## src/rtl/core/dsoyc_pkg.sv

```systemverilog
`timescale 1ns / 1ps
`default_nettype none

package dsoyc_pkg;

    localparam int unsigned WYear    = 14;
    localparam int unsigned WMonth   = 4;
    localparam int unsigned WDay     = 5;
    localparam int unsigned WHour    = 5;
    localparam int unsigned WMinute  = 6;
    localparam int unsigned WSecond  = 6;
    localparam int unsigned WSeconds = 25;
    localparam int unsigned WDayNum  = 9;
    localparam int unsigned WTod     = 17;

    localparam logic [WYear-1:0]    YearMax  = 14'd9999;
    localparam logic [WSeconds-1:0] SecsMax  = 25'd31708799;
    localparam logic [WDayNum-1:0]  LastDayCommon = 9'd365;
    localparam logic [WDayNum-1:0]  LastDayLeap   = 9'd366;

    // reciprocal constants for division by constants
    localparam logic [14:0] Div25Mul  = 15'd20972;
    localparam int unsigned Div25Sh   = 19;
    localparam logic [18:0] Div675Mul = 19'd397683;
    localparam int unsigned Div675Sh  = 28;
    localparam logic [12:0] Div225Mul = 13'd4661;
    localparam int unsigned Div225Sh  = 20;
    localparam logic [14:0] Div15Mul  = 15'd17477;
    localparam int unsigned Div15Sh   = 18;

    localparam logic [WMonth-1:0] MonthJan = 4'd1;
    localparam logic [WMonth-1:0] MonthMar = 4'd3;
    localparam logic [WMonth-1:0] MonthDec = 4'd12;

    function automatic logic [WDayNum-1:0] month_offset(input logic [WMonth-1:0] m,
                                                        input logic leap);
        logic [WDayNum-1:0] o;
        case (m)
            4'd1:    o = 9'd0;
            4'd2:    o = 9'd31;
            4'd3:    o = 9'd59;
            4'd4:    o = 9'd90;
            4'd5:    o = 9'd120;
            4'd6:    o = 9'd151;
            4'd7:    o = 9'd181;
            4'd8:    o = 9'd212;
            4'd9:    o = 9'd243;
            4'd10:   o = 9'd273;
            4'd11:   o = 9'd304;
            4'd12:   o = 9'd334;
            default: o = 9'd0;
        endcase
        if (leap && (m >= MonthMar) && (m <= MonthDec)) begin
            o = o + 9'd1;
        end
        return o;
    endfunction

endpackage

`default_nettype wire

```

## src/rtl/core/dsoyc_in_if.sv

```systemverilog
`timescale 1ns / 1ps
`default_nettype none

interface dsoyc_in_if;
    logic                                valid;
    logic                                ready;
    logic                                mode;
    logic [dsoyc_pkg::WYear-1:0]         year;
    logic [dsoyc_pkg::WMonth-1:0]        month_in;
    logic [dsoyc_pkg::WDay-1:0]          day_in;
    logic [dsoyc_pkg::WHour-1:0]         hour_in;
    logic [dsoyc_pkg::WMinute-1:0]       minute_in;
    logic [dsoyc_pkg::WSecond-1:0]       second_in;
    logic [dsoyc_pkg::WSeconds-1:0]      seconds_in;

    modport source (
        output valid, mode, year, month_in, day_in, hour_in, minute_in, second_in,
               seconds_in,
        input  ready
    );
    modport sink (
        input  valid, mode, year, month_in, day_in, hour_in, minute_in, second_in,
               seconds_in,
        output ready
    );
endinterface

`default_nettype wire

```

## src/rtl/core/dsoyc_out_if.sv

```systemverilog
`timescale 1ns / 1ps
`default_nettype none

interface dsoyc_out_if;
    logic                                valid;
    logic                                ready;
    logic [dsoyc_pkg::WSeconds-1:0]      seconds_out;
    logic [dsoyc_pkg::WMonth-1:0]        month_out;
    logic [dsoyc_pkg::WDay-1:0]          day_out;
    logic [dsoyc_pkg::WHour-1:0]         hour_out;
    logic [dsoyc_pkg::WMinute-1:0]       minute_out;
    logic [dsoyc_pkg::WSecond-1:0]       second_out;
    logic                                range_error;

    modport source (
        output valid, seconds_out, month_out, day_out, hour_out, minute_out, second_out,
               range_error,
        input  ready
    );
    modport sink (
        input  valid, seconds_out, month_out, day_out, hour_out, minute_out, second_out,
               range_error,
        output ready
    );
endinterface

`default_nettype wire

```

## src/rtl/core/date_seconds_of_year_converter_unit.sv

```systemverilog
`timescale 1ns / 1ps
`default_nettype none

// date <-> seconds-of-year converter
// i_in carries one conversion request per item: mode 0 turns year, month, day,
// hour, minute and second into a seconds count (jan 1 00:00:00 is 86400), mode 1
// turns a seconds count and a year back into month, day, hour, minute, second.
// o_out carries one result item per request, in order, with range_error set and
// all other fields zero when a checked field is out of range (day_in only for zero).
// three register stages: input register, a middle stage (leap year, day number,
// time of day) and the result register. an accepted item passes from the input
// register through the middle stage into the result register; one item per cycle
// is accepted and delivered when o_out.ready stays high. each logic step between
// stages holds two constant multiplies by a reciprocal.
// reset clears the three stage valid bits; no result is pending afterwards.
// when o_out.ready is low the result holds; the stages behind it keep filling,
// and i_in.ready drops only once all three stages hold an item.
module date_seconds_of_year_converter_unit (
    input  logic             i_clk,
    input  logic             i_rst_n,
    dsoyc_in_if.sink         i_in,
    dsoyc_out_if.source      o_out
);

    // stage valids and advance enables
    logic r_s1_valid, r_s2_valid, r_s3_valid;
    logic adv1, adv2, adv3;

    assign adv3 = !r_s3_valid || o_out.ready;
    assign adv2 = !r_s2_valid || adv3;
    assign adv1 = !r_s1_valid || adv2;
    assign i_in.ready = adv1;

    // input register
    logic                                r_s1_mode;
    logic [dsoyc_pkg::WYear-1:0]         r_s1_year;
    logic [dsoyc_pkg::WMonth-1:0]        r_s1_month;
    logic [dsoyc_pkg::WDay-1:0]          r_s1_day;
    logic [dsoyc_pkg::WHour-1:0]         r_s1_hour;
    logic [dsoyc_pkg::WMinute-1:0]       r_s1_minute;
    logic [dsoyc_pkg::WSecond-1:0]       r_s1_second;
    logic [dsoyc_pkg::WSeconds-1:0]      r_s1_seconds;

    // middle stage
    logic                                r_s2_mode;
    logic                                r_s2_leap;
    logic                                r_s2_err;
    logic [dsoyc_pkg::WMonth-1:0]        r_s2_month;
    logic [dsoyc_pkg::WDay-1:0]          r_s2_day;
    logic [dsoyc_pkg::WTod-1:0]          r_s2_tsec;
    logic [dsoyc_pkg::WDayNum-1:0]       r_s2_dnum;
    logic [dsoyc_pkg::WTod-1:0]          r_s2_tod;

    // result register
    logic [dsoyc_pkg::WSeconds-1:0]      r_s3_seconds;
    logic [dsoyc_pkg::WMonth-1:0]        r_s3_month;
    logic [dsoyc_pkg::WDay-1:0]          r_s3_day;
    logic [dsoyc_pkg::WHour-1:0]         r_s3_hour;
    logic [dsoyc_pkg::WMinute-1:0]       r_s3_minute;
    logic [dsoyc_pkg::WSecond-1:0]       r_s3_second;
    logic                                r_s3_err;

    // stage 1 logic
    logic [28:0]                         n_yprod;
    logic [9:0]                          n_yq;
    logic [dsoyc_pkg::WYear-1:0]         n_yq25;
    logic                                n_y25zero;
    logic                                n_s2_leap;
    logic                                n_err0;
    logic                                n_err1;
    logic                                n_s2_err;
    logic [dsoyc_pkg::WTod-1:0]          n_s2_tsec;
    logic [36:0]                         n_dprod;
    logic [dsoyc_pkg::WDayNum-1:0]       n_s2_dnum;
    logic [dsoyc_pkg::WSeconds-1:0]      n_dsec;
    logic [dsoyc_pkg::WTod-1:0]          n_s2_tod;
    logic [dsoyc_pkg::WDayNum-1:0]       n_last;

    always_comb begin
        n_yprod   = 29'(r_s1_year) * 29'(dsoyc_pkg::Div25Mul);
        n_yq      = n_yprod[28:dsoyc_pkg::Div25Sh];
        n_yq25    = 14'({n_yq, 4'b0000}) + 14'({n_yq, 3'b000}) + 14'(n_yq);
        n_y25zero = (r_s1_year == n_yq25);
        n_s2_leap = ((r_s1_year[1:0] == 2'b00) && !n_y25zero) ||
                    ((r_s1_year[3:0] == 4'b0000) && n_y25zero);

        n_err0 = (r_s1_year > dsoyc_pkg::YearMax) || (r_s1_month < dsoyc_pkg::MonthJan) ||
                 (r_s1_month > dsoyc_pkg::MonthDec) || (r_s1_day == 5'd0) ||
                 (r_s1_hour > 5'd23) || (r_s1_minute > 6'd59) || (r_s1_second > 6'd59);
        n_s2_tsec = 17'(r_s1_hour) * 17'd3600 + 17'(r_s1_minute) * 17'd60 +
                    17'(r_s1_second);

        n_dprod   = 37'(r_s1_seconds[24:7]) * 37'(dsoyc_pkg::Div675Mul);
        n_s2_dnum = n_dprod[36:dsoyc_pkg::Div675Sh];
        n_dsec    = 25'(n_s2_dnum) * 25'd86400;
        n_s2_tod  = 17'(r_s1_seconds - n_dsec);
        n_last    = n_s2_leap ? dsoyc_pkg::LastDayLeap : dsoyc_pkg::LastDayCommon;
        n_err1    = (r_s1_year > dsoyc_pkg::YearMax) || (r_s1_seconds > dsoyc_pkg::SecsMax) ||
                    (n_s2_dnum > n_last);

        n_s2_err  = r_s1_mode ? n_err1 : n_err0;
    end

    // stage 2 logic
    logic [dsoyc_pkg::WDayNum-1:0]       n_days;
    logic [dsoyc_pkg::WSeconds-1:0]      n_secs;
    logic [dsoyc_pkg::WMonth-1:0]        n_mon;
    logic [dsoyc_pkg::WDayNum-1:0]       n_dom;
    logic [25:0]                         n_hprod;
    logic [dsoyc_pkg::WHour-1:0]         n_hr;
    logic [29:0]                         n_mprod;
    logic [10:0]                         n_tm;
    logic [10:0]                         n_mi;
    logic [dsoyc_pkg::WTod-1:0]          n_se;
    logic [dsoyc_pkg::WSeconds-1:0]      n_s3_seconds;
    logic [dsoyc_pkg::WMonth-1:0]        n_s3_month;
    logic [dsoyc_pkg::WDay-1:0]          n_s3_day;
    logic [dsoyc_pkg::WHour-1:0]         n_s3_hour;
    logic [dsoyc_pkg::WMinute-1:0]       n_s3_minute;
    logic [dsoyc_pkg::WSecond-1:0]       n_s3_second;

    always_comb begin
        n_days = 9'(r_s2_day) + dsoyc_pkg::month_offset(r_s2_month, r_s2_leap);
        n_secs = 25'(n_days) * 25'd86400 + 25'(r_s2_tsec);

        // last month whose offset lies below the day number
        n_mon = 4'd0;
        for (int i = 1; i <= 12; i++) begin
            if (dsoyc_pkg::month_offset(4'(i), r_s2_leap) < r_s2_dnum) begin
                n_mon = 4'(i);
            end
        end
        n_dom = r_s2_dnum - dsoyc_pkg::month_offset(n_mon, r_s2_leap);

        n_hprod = 26'(r_s2_tod[16:4]) * 26'(dsoyc_pkg::Div225Mul);
        n_hr    = n_hprod[24:dsoyc_pkg::Div225Sh];
        n_mprod = 30'(r_s2_tod[16:2]) * 30'(dsoyc_pkg::Div15Mul);
        n_tm    = n_mprod[28:dsoyc_pkg::Div15Sh];
        n_mi    = n_tm - 11'(n_hr) * 11'd60;
        n_se    = r_s2_tod - 17'(n_tm) * 17'd60;

        n_s3_seconds = '0;
        n_s3_month   = '0;
        n_s3_day     = '0;
        n_s3_hour    = '0;
        n_s3_minute  = '0;
        n_s3_second  = '0;
        if (!r_s2_err) begin
            if (!r_s2_mode) begin
                n_s3_seconds = n_secs;
            end else begin
                n_s3_month  = n_mon;
                n_s3_day    = n_dom[4:0];
                n_s3_hour   = n_hr;
                n_s3_minute = n_mi[5:0];
                n_s3_second = n_se[5:0];
            end
        end
    end

    always_ff @(posedge i_clk) begin
        if (!i_rst_n) begin
            r_s1_valid <= 1'b0;
            r_s2_valid <= 1'b0;
            r_s3_valid <= 1'b0;
        end else begin
            if (adv1) begin
                r_s1_valid <= i_in.valid;
            end
            if (adv2) begin
                r_s2_valid <= r_s1_valid;
            end
            if (adv3) begin
                r_s3_valid <= r_s2_valid;
            end
        end
    end

    always_ff @(posedge i_clk) begin
        if (adv1) begin
            r_s1_mode    <= i_in.mode;
            r_s1_year    <= i_in.year;
            r_s1_month   <= i_in.month_in;
            r_s1_day     <= i_in.day_in;
            r_s1_hour    <= i_in.hour_in;
            r_s1_minute  <= i_in.minute_in;
            r_s1_second  <= i_in.second_in;
            r_s1_seconds <= i_in.seconds_in;
        end
        if (adv2) begin
            r_s2_mode  <= r_s1_mode;
            r_s2_leap  <= n_s2_leap;
            r_s2_err   <= n_s2_err;
            r_s2_month <= r_s1_month;
            r_s2_day   <= r_s1_day;
            r_s2_tsec  <= n_s2_tsec;
            r_s2_dnum  <= n_s2_dnum;
            r_s2_tod   <= n_s2_tod;
        end
        if (adv3) begin
            r_s3_seconds <= n_s3_seconds;
            r_s3_month   <= n_s3_month;
            r_s3_day     <= n_s3_day;
            r_s3_hour    <= n_s3_hour;
            r_s3_minute  <= n_s3_minute;
            r_s3_second  <= n_s3_second;
            r_s3_err     <= r_s2_err;
        end
    end

    assign o_out.valid       = r_s3_valid;
    assign o_out.seconds_out = r_s3_seconds;
    assign o_out.month_out   = r_s3_month;
    assign o_out.day_out     = r_s3_day;
    assign o_out.hour_out    = r_s3_hour;
    assign o_out.minute_out  = r_s3_minute;
    assign o_out.second_out  = r_s3_second;
    assign o_out.range_error = r_s3_err;

endmodule

`default_nettype wire

```

## src/flat_wrapper.sv

```systemverilog
// flat-port wrapper written by rule: the top's interface ports become plain ports
module date_seconds_of_year_converter_unit_flat 
  (i_clk, i_rst_n, i_in_valid, i_in_mode, i_in_year, i_in_month_in, i_in_day_in, i_in_hour_in, i_in_minute_in, i_in_second_in, i_in_seconds_in, i_in_ready, o_out_valid, o_out_seconds_out, o_out_month_out, o_out_day_out, o_out_hour_out, o_out_minute_out, o_out_second_out, o_out_range_error, o_out_ready);
  dsoyc_in_if i_in_i ();
  dsoyc_out_if o_out_i ();
  input  logic i_clk;
  input  logic i_rst_n;
  input wire logic [$bits(i_in_i.valid)-1:0] i_in_valid;
  input wire logic [$bits(i_in_i.mode)-1:0] i_in_mode;
  input wire logic [$bits(i_in_i.year)-1:0] i_in_year;
  input wire logic [$bits(i_in_i.month_in)-1:0] i_in_month_in;
  input wire logic [$bits(i_in_i.day_in)-1:0] i_in_day_in;
  input wire logic [$bits(i_in_i.hour_in)-1:0] i_in_hour_in;
  input wire logic [$bits(i_in_i.minute_in)-1:0] i_in_minute_in;
  input wire logic [$bits(i_in_i.second_in)-1:0] i_in_second_in;
  input wire logic [$bits(i_in_i.seconds_in)-1:0] i_in_seconds_in;
  output wire logic [$bits(i_in_i.ready)-1:0] i_in_ready;
  output wire logic [$bits(o_out_i.valid)-1:0] o_out_valid;
  output wire logic [$bits(o_out_i.seconds_out)-1:0] o_out_seconds_out;
  output wire logic [$bits(o_out_i.month_out)-1:0] o_out_month_out;
  output wire logic [$bits(o_out_i.day_out)-1:0] o_out_day_out;
  output wire logic [$bits(o_out_i.hour_out)-1:0] o_out_hour_out;
  output wire logic [$bits(o_out_i.minute_out)-1:0] o_out_minute_out;
  output wire logic [$bits(o_out_i.second_out)-1:0] o_out_second_out;
  output wire logic [$bits(o_out_i.range_error)-1:0] o_out_range_error;
  input wire logic [$bits(o_out_i.ready)-1:0] o_out_ready;
  assign i_in_i.valid = i_in_valid;
  assign i_in_i.mode = i_in_mode;
  assign i_in_i.year = i_in_year;
  assign i_in_i.month_in = i_in_month_in;
  assign i_in_i.day_in = i_in_day_in;
  assign i_in_i.hour_in = i_in_hour_in;
  assign i_in_i.minute_in = i_in_minute_in;
  assign i_in_i.second_in = i_in_second_in;
  assign i_in_i.seconds_in = i_in_seconds_in;
  assign i_in_ready = i_in_i.ready;
  assign o_out_valid = o_out_i.valid;
  assign o_out_seconds_out = o_out_i.seconds_out;
  assign o_out_month_out = o_out_i.month_out;
  assign o_out_day_out = o_out_i.day_out;
  assign o_out_hour_out = o_out_i.hour_out;
  assign o_out_minute_out = o_out_i.minute_out;
  assign o_out_second_out = o_out_i.second_out;
  assign o_out_range_error = o_out_i.range_error;
  assign o_out_i.ready = o_out_ready;
  date_seconds_of_year_converter_unit u_core (.i_clk(i_clk), .i_rst_n(i_rst_n), .i_in(i_in_i), .o_out(o_out_i));
endmodule
```

## config.mk

```make
export PLATFORM = sky130hd
export DESIGN_NAME = date_seconds_of_year_converter_unit_flat
export DESIGN_NICKNAME = d
export VERILOG_FILES = /design/src/rtl/core/dsoyc_pkg.sv /design/src/rtl/core/dsoyc_in_if.sv /design/src/rtl/core/dsoyc_out_if.sv /design/src/rtl/core/date_seconds_of_year_converter_unit.sv /design/src/flat_wrapper.sv
export SDC_FILE = /design/constraint.sdc
export NUM_CORES = 1
export LEC_CHECK = 0
export BUFFER_PORTS_ARGS = -buffer_cell sky130_fd_sc_hd__buf_2
export CORE_MARGIN = 1.5
export CORE_UTILIZATION = 59
export CTS_BUF_LIST = sky130_fd_sc_hd__clkbuf_4 sky130_fd_sc_hd__clkbuf_8
export CTS_CLUSTER_DIAMETER = 60
export DETAILED_ROUTE_END_ITERATION = 8
export PLACE_DENSITY = 0.82
export SYNTH_ARGS = -nofsm -noshare
export SYNTH_HDL_FRONTEND = slang
export SYNTH_SLANG_ARGS = --single-unit
```

## constraint.sdc

```tcl
create_clock -name i_clk -period 9.1 [get_ports i_clk]
set_input_delay 0.455 -clock i_clk [delete_from_list [all_inputs] [get_ports i_clk]]
set_output_delay 0.455 -clock i_clk [all_outputs]
set_load 0.01 [all_outputs]
```

## Word-level counts from Yosys, hierarchy flattened

Memories as Yosys holds them, arrays and structs flattened. A register that Yosys moved wholly into a read port is not among the register bits.
Cells that the tools add are included.
W data, S select, Z words.

| storage, ports and cells | value |
|---|---|
| register bits after elaboration | 176 |
| bits in latches | 0 |
| memory bits (writable) | 0 |
| memory bits (read-only) | 288 |
| bits of input ports | 70 |
| output and inout bits | 54 |
| logic and storage cells | 130 |
| memories kept | 2 |

Memories:

| memory | depth | bits a word | rd ports | clocked after Yosys merged registers in | write ports | line | source |
|---|---|---|---|---|---|---|---|
| (no name shown) | 16 | 9 | 1 | 1 | 0 | dsoyc_pkg.sv:38 | `case (m)` |
| (no name shown) | 16 | 9 | 1 | 0 | 0 | dsoyc_pkg.sv:38 |  |

| cells by class | value |
|---|---|
| $add $sub $neg | 12 |
| multiply operators | 10 |
| div/mod/pow operators | 0 |
| magnitude comparators | 24 |
| eq/ne operators | 1 |
| shift operators | 0 |
| muxes and demuxes | 27 |
| bitwise gates (word level) | 1 |
| reductions and logical operators | 27 |

Operators with widths:

| cell | number |
|---|---|
| $mux W4 | 13 |
| $mul A18 B19 Y37 const B | 1 |
| $lt A8 B9 Y1 | 4 |
| $mul A15 B15 Y29 const B | 1 |
| $lt A9 B9 Y1 | 3 |
| $mul A14 B13 Y27 const B | 1 |
| $add A25 B17 Y25 | 1 |
| $gt A25 B25 Y1 const B | 1 |
| $mul A13 B13 Y25 const B | 1 |
| $lt A7 B9 Y1 | 2 |
| $mul A9 B10 Y18 const B | 1 |
| $add A17 B12 Y17 | 1 |
| $add A17 B6 Y17 | 1 |
| $sub A17 B17 Y17 | 1 |
| $add A14 B10 Y14 | 1 |
| $add A14 B13 Y14 | 1 |
| $eq A14 B14 Y1 | 1 |
| $gt A14 B14 Y1 const B | 1 |
| $mul A5 B8 Y13 const B | 1 |
| $gt A6 B6 Y1 const B | 2 |
| $logic_or A1 B1 Y1 | 12 |
| $sub A6 B6 Y6 | 2 |
| $mul A11 B4 Y4 const B | 1 |
| $mul A6 B4 Y10 const B | 1 |
| other kinds (27) | 47 |

## Depth between registers and ports, before layout

| depth | value |
|---|---|
| word-level depth | 18 |
| depth in mapped cells | 38 |
| gate-level depth less buffers | 38 |

## Worst setup path before layout

No wires, ideal clock.

| timing | value |
|---|---|
| path type | register to register |
| start point | register u_core.r_s1_seconds[23] in the netlist's numbering |
| end point | register u_core.r_s2_tod[16] in the netlist's numbering (data pin) |
| library setup time | 261 ps |
| data arrival time | 8197 ps |
| required time | 8839 ps |
| path slack | 642 ps |
| stages on the path, launching flop included | 35 |
| path buffers | 0 |
| period minus slack after synthesis | 8458 ps |
| cells stage by stage | edfxtp_1 > fa_1 > inv_1 > fa_1 > fa_1 > fa_1 > inv_1 > fa_1 > inv_1 > fa_1 > inv_1 > ha_1 > nand2_1 > nor3_1 > nand3_1 > a211oi_1 > nor2_1 > a21oi_1 > a21oi_1 > inv_1 > a21oi_1 > xnor2_1 > ha_1 > fa_1 > fa_1 > inv_1 > ha_1 > nand2b_1 > nor2_1 > nor2_1 > xor2_1 > ha_1 > a21oi_1 > o21ai_0 > xnor2_1 |

| between the ends | value |
|---|---|
| cells in the longest elaborated chain, start to end | 3 |

RTL lines:

| what | line | source |
|---|---|---|
| from (decl) | date_seconds_of_year_converter_unit.sv:42 | `logic [dsoyc_pkg::WSeconds-1:0] r_s1_seconds;` |
| from (signal assigned) | date_seconds_of_year_converter_unit.sv:188 | `r_s1_seconds <= i_in.seconds_in;` |
| $mul A18 B19 Y37 | date_seconds_of_year_converter_unit.sv:93 | `n_dprod = 37'(r_s1_seconds[24:7]) * 37'(dsoyc_pkg::Div675Mul);` |
| named net u_core.n_dprod[34] | date_seconds_of_year_converter_unit.sv:73 | `logic [36:0] n_dprod;` |
| $mul A9 B10 Y10 | date_seconds_of_year_converter_unit.sv:95 | `n_dsec = 25'(n_s2_dnum) * 25'd86400;` |
| $sub A17 B17 Y17 | date_seconds_of_year_converter_unit.sv:96 | `n_s2_tod = 17'(r_s1_seconds - n_dsec);` |
| named net u_core.n_s2_tod, one bit | date_seconds_of_year_converter_unit.sv:76 | `logic [dsoyc_pkg::WTod-1:0] n_s2_tod;` |
| to (signal assigned) | date_seconds_of_year_converter_unit.sv:198 | `r_s2_tod <= n_s2_tod;` |
| to (decl) | date_seconds_of_year_converter_unit.sv:52 | `logic [dsoyc_pkg::WTod-1:0] r_s2_tod;` |

The timed path passes the listed nets, and every way through them passes these cells.
A chain may end at the register's enable or synchronous reset.

## Worst setup path in the final report

Ends and elaborated chain as after synthesis.

==> summary.txt <==
Min path
  – Min-Delay Path Class: in2reg
  – WHS Path Cells: 1
  – Hold Path Sink: u_core.r_s1_year[4]$_DFFE_PP_
  – Hold path start: i_in_year[4]

Global routing
  – GRT Overall Usage: 25.30%
  – Initial antenna violation count: 1
  – First-pass GRT wire length: 89,790 um
  – Vias in the first global route: 19.00k
  – GR Overflow Total: 0
  – Largest net degree at the start of global routing: 61

Cells and area
  – Layout cell share with drive strength beyond 1: 9.053%
  – Register cell area after layout: 5435 um^2
  – N_diodes: 0
  – Final Instance Area: 28,080 um^2
  – Area grow syn2layout: 8.288%
  – Fillers: 3,354
  – Multi-input gate area: 18,310 um^2
  – Fin nets: 3,618

CTS
  – H-tree lvl count: 4
  – CTS Sinks: 185
  – CTS tree: built
  – CTS buffer count: 17
  – Clock latency on the worst-skew pair: 0.57 ns
  – Hold Buf Count CTS: 0
  – Clock Path Buffers: 2
  – Clk slew on worst S/H paths: 0.12 ns
  – Root buffer cell: clkbuf_8

Timing
  – Worst rel slew slack: 23.53%
  – Final hold vios: 0
  – Tmin final: 8.703 ns
  – Final worst path period share: 95.64%
  – Setup violators final: 0
  – Slew @ Worst Pin: 1.145 ns
  – Max Fclk: 114.9 MHz
  – Fin. max-slew vios: 0
  – Clock Skew: 0.02762 ns

Synthesis
  – FF+latch count, synth: 185
  – Synth top area share: 31.12%
  – Top post-synthesis cells by area: ha_1 (31%), edfxtp_1 (20%), fa_1 (20%), inv_1 (8.5%), xnor2_1 (3.9%)
  – Syn Std Cell Area: 25,930 um^2
  – Mapped Cells: 2,478
  – Syn Nets: 3,447
  – Syn_area_per_cell: 10.47 um^2
  – Top cells by count, synth: ha_1 (645), inv_1 (588), fa_1 (254)
  – Most common cell in the netlist: ha_1
  – Top FF cell, synth: edfxtp_1
  – Yosys warning count: 0
  – Register area share after synthesis: 20.96%
  – EDFF count, synth: 173
  – Synth cell types: 73
  – Post-synthesis async set-or-reset flop share: 0%
  – Area leader, netlist: ha_1

Setup path
  – R2R Path Start: u_core.r_s1_seconds[23]$_DFFE_PP_
  – CP Launch Type: register
  – FF-to-FF End: u_core.r_s2_tod[16]$_DFFE_PN_
  – Worst Path Arrival: 9.01 ns
  – CP Max Fanout: 6
  – Slowest cell on the critical path: fa_1
  – R2R depth: 35
  – Critical path's largest stage delay: 0.56 ns
  – Crit path required time: 9.41 ns
  – Setup CP Type: reg2reg
  – R2R setup slack: 0.40 ns
  – Critical Path Sink Type: register
  – CP most frequent cell: fa_1

Die
  – Initial Util: 59.94%
  – Die width: 212.7 um
  – Die Area: 45,220 um^2
  – Rows: 76
  – # IOs: 124
  – Core area: 43,270 um^2
  – Die height: 212.7 um

Placed design
  – DP Wirelength: 45,610 um
  – Dpl cell area: 27,380 um^2
  – Port Buffers: 123
  – RD Place Congestion: 0.9425

Drt
  – Vias after detailed routing: 17.66k
  – Drc violations: 0
  – DR vias/cell: 5.438
  – Router iterations before antenna repair: 5
  – Post-route antenna net violation count: 0
  – Routed length per instance: 16.61 um
  – 1st-iter DRT viols: 777
  – WL final: 53,950 um

Run status
  – Status: completed

Run
  – MaxCap Viol Count: 0
-- metrics by stage --
stage / setup TNS [ns] / setup WS [ns] / util, % / std cells / hold slack, ns
after floorplan: 0 / 0.6422 / - / 2478 / 0.4003
after global placement: 0 / 0.2253 / 63.28 / 3190 / 0.4180
after detailed placement: 0 / 0.01432 / 63.28 / 3190 / 0.4120
after CTS: 0 / 0.04791 / 64.33 / 3222 / 0.007863
after global routing: -0.01089 / -0.01089 / 64.91 / 3247 / 0.02668
final: 0 / 0.3967 / 64.91 / 3247 / 0.05234
-- layer usage --
metal | share of wire (%) | GRT usage [%] | up-vias
met5 | 0 | 0 | -
met4 | 2.9 | 9.807 | 0
met3 | 4.4 | 3.839 | 98
met2 | 51 | 45.53 | 404
met1 | 42 | 30.39 | 8626
li1 | - | - | 8529
-- logic make-up after synthesis --
kind of cell | Yosys count | synth area share, %
AND/OR/NAND/NOR | 316 | 6.108
AO/OA/AOI/OAI | 303 | 7.574
buffers and inverters | 605 | 8.756
flip-flops | 185 | 20.96
multiplexers | 7 | 0.2702
adder cells (fa/ha/maj) | 899 | 50.72
XOR/XNOR | 163 | 5.611
-- sequential cells by signal, indices dropped and copies added (netlist names), 4 cells and up, named ones only --
register / cells
u_core.o_out.seconds_out: 25
u_core.r_s1_seconds: 25
u_core.r_s2_tod: 17
u_core.r_s2_tsec: 17
u_core.r_s1_year: 14
u_core.r_s2_dnum: 9
u_core.o_out.minute_out: 6
u_core.o_out.second_out: 6
u_core.r_s1_minute: 6
u_core.r_s1_second: 6
u_core.o_out.day_out: 5
u_core.o_out.hour_out: 5
u_core.r_s1_day: 5
u_core.r_s1_hour: 5
u_core.r_s2_day: 5
u_core.o_out.month_out: 4
u_core.r_s1_month: 4
u_core.r_s2_month: 4
-- area by class of cell --
cell class	instances	share of cell area, %
clock inverters	15	0.7574
flip-flops and latches	185	19.35
multi-input cells	1688	65.18
well taps	585	2.606
inverters	589	7.872
repair buffers	168	3.395
clock buffers	17	0.8331
-- cells in the final DEF, fill, tap and decap left out, drive strengths merged, types with 5 or more instances in the layout --
master and instances:
o22ai 5, o21bai 15, o211ai 12, edfxtp 173
xor2 46, a21oi 106, o21a 12, clkinv 6
nor2 92, buf 168, or4 6, nor4 8
a31oi 10, a21boi 7, dfxtp 12, nand2b 8
a211o 5, and3 6, a211oi 10, clkbuf 17
mux2i 7, o31ai 6, fa 254, nand2 72
nor3 17, a21o 34, inv 597, xnor2 115
ha 645, nand4 18, or2 10, nand3 22
nor2b 14, o211a 5, o21ai 49, and2 25
-- worst max-delay path, delay by kind of cell (launching register included) --
family                   cells  cell delay (ns)
AND/OR/NAND/NOR              4             0.46
buffers and inverters        7             0.53
AO/OA/AOI/OAI                9             1.36
adder cells (fa/ha/maj)     12             5.17
XOR/XNOR                     3             0.47
flip-flops                   1             0.44
-- worst max path at each step --
stage / end / slack (ns) / from
finish: u_core.r_s2_tod[16]$_DFFE_PN_ / 0.40 / u_core.r_s1_seconds[23]$_DFFE_PP_
detailed placement: u_core.r_s2_tod[16]$_DFFE_PN_ / 0.01 / u_core.r_s1_seconds[23]$_DFFE_PP_
global placement: u_core.r_s2_tod[16]$_DFFE_PN_ / 0.23 / u_core.r_s1_seconds[22]$_DFFE_PP_
global route: u_core.r_s2_tod[16]$_DFFE_PN_ / -0.01 / u_core.r_s1_seconds[20]$_DFFE_PP_
CTS: u_core.r_s2_tod[16]$_DFFE_PN_ / 0.05 / u_core.r_s1_seconds[23]$_DFFE_PP_
floorplan: u_core.r_s2_tod[16]$_DFFE_PN_ / 0.64 / u_core.r_s1_seconds[23]$_DFFE_PP_
-- what timing repair did --
| item | CTS | global route |
|---|---|---|
| pin swaps | 0 | 5 |
| gates resized for setup | 1 | 16 |
| endpoints found under the hold margin | 0 | 0 |
| endpoints found under the setup margin | 1 | 3 |
| setup buffers | 0 | 25 |
Power is not shown: default switching activity piles up to over one toggle a cycle in this logic, so the estimate is an artifact.
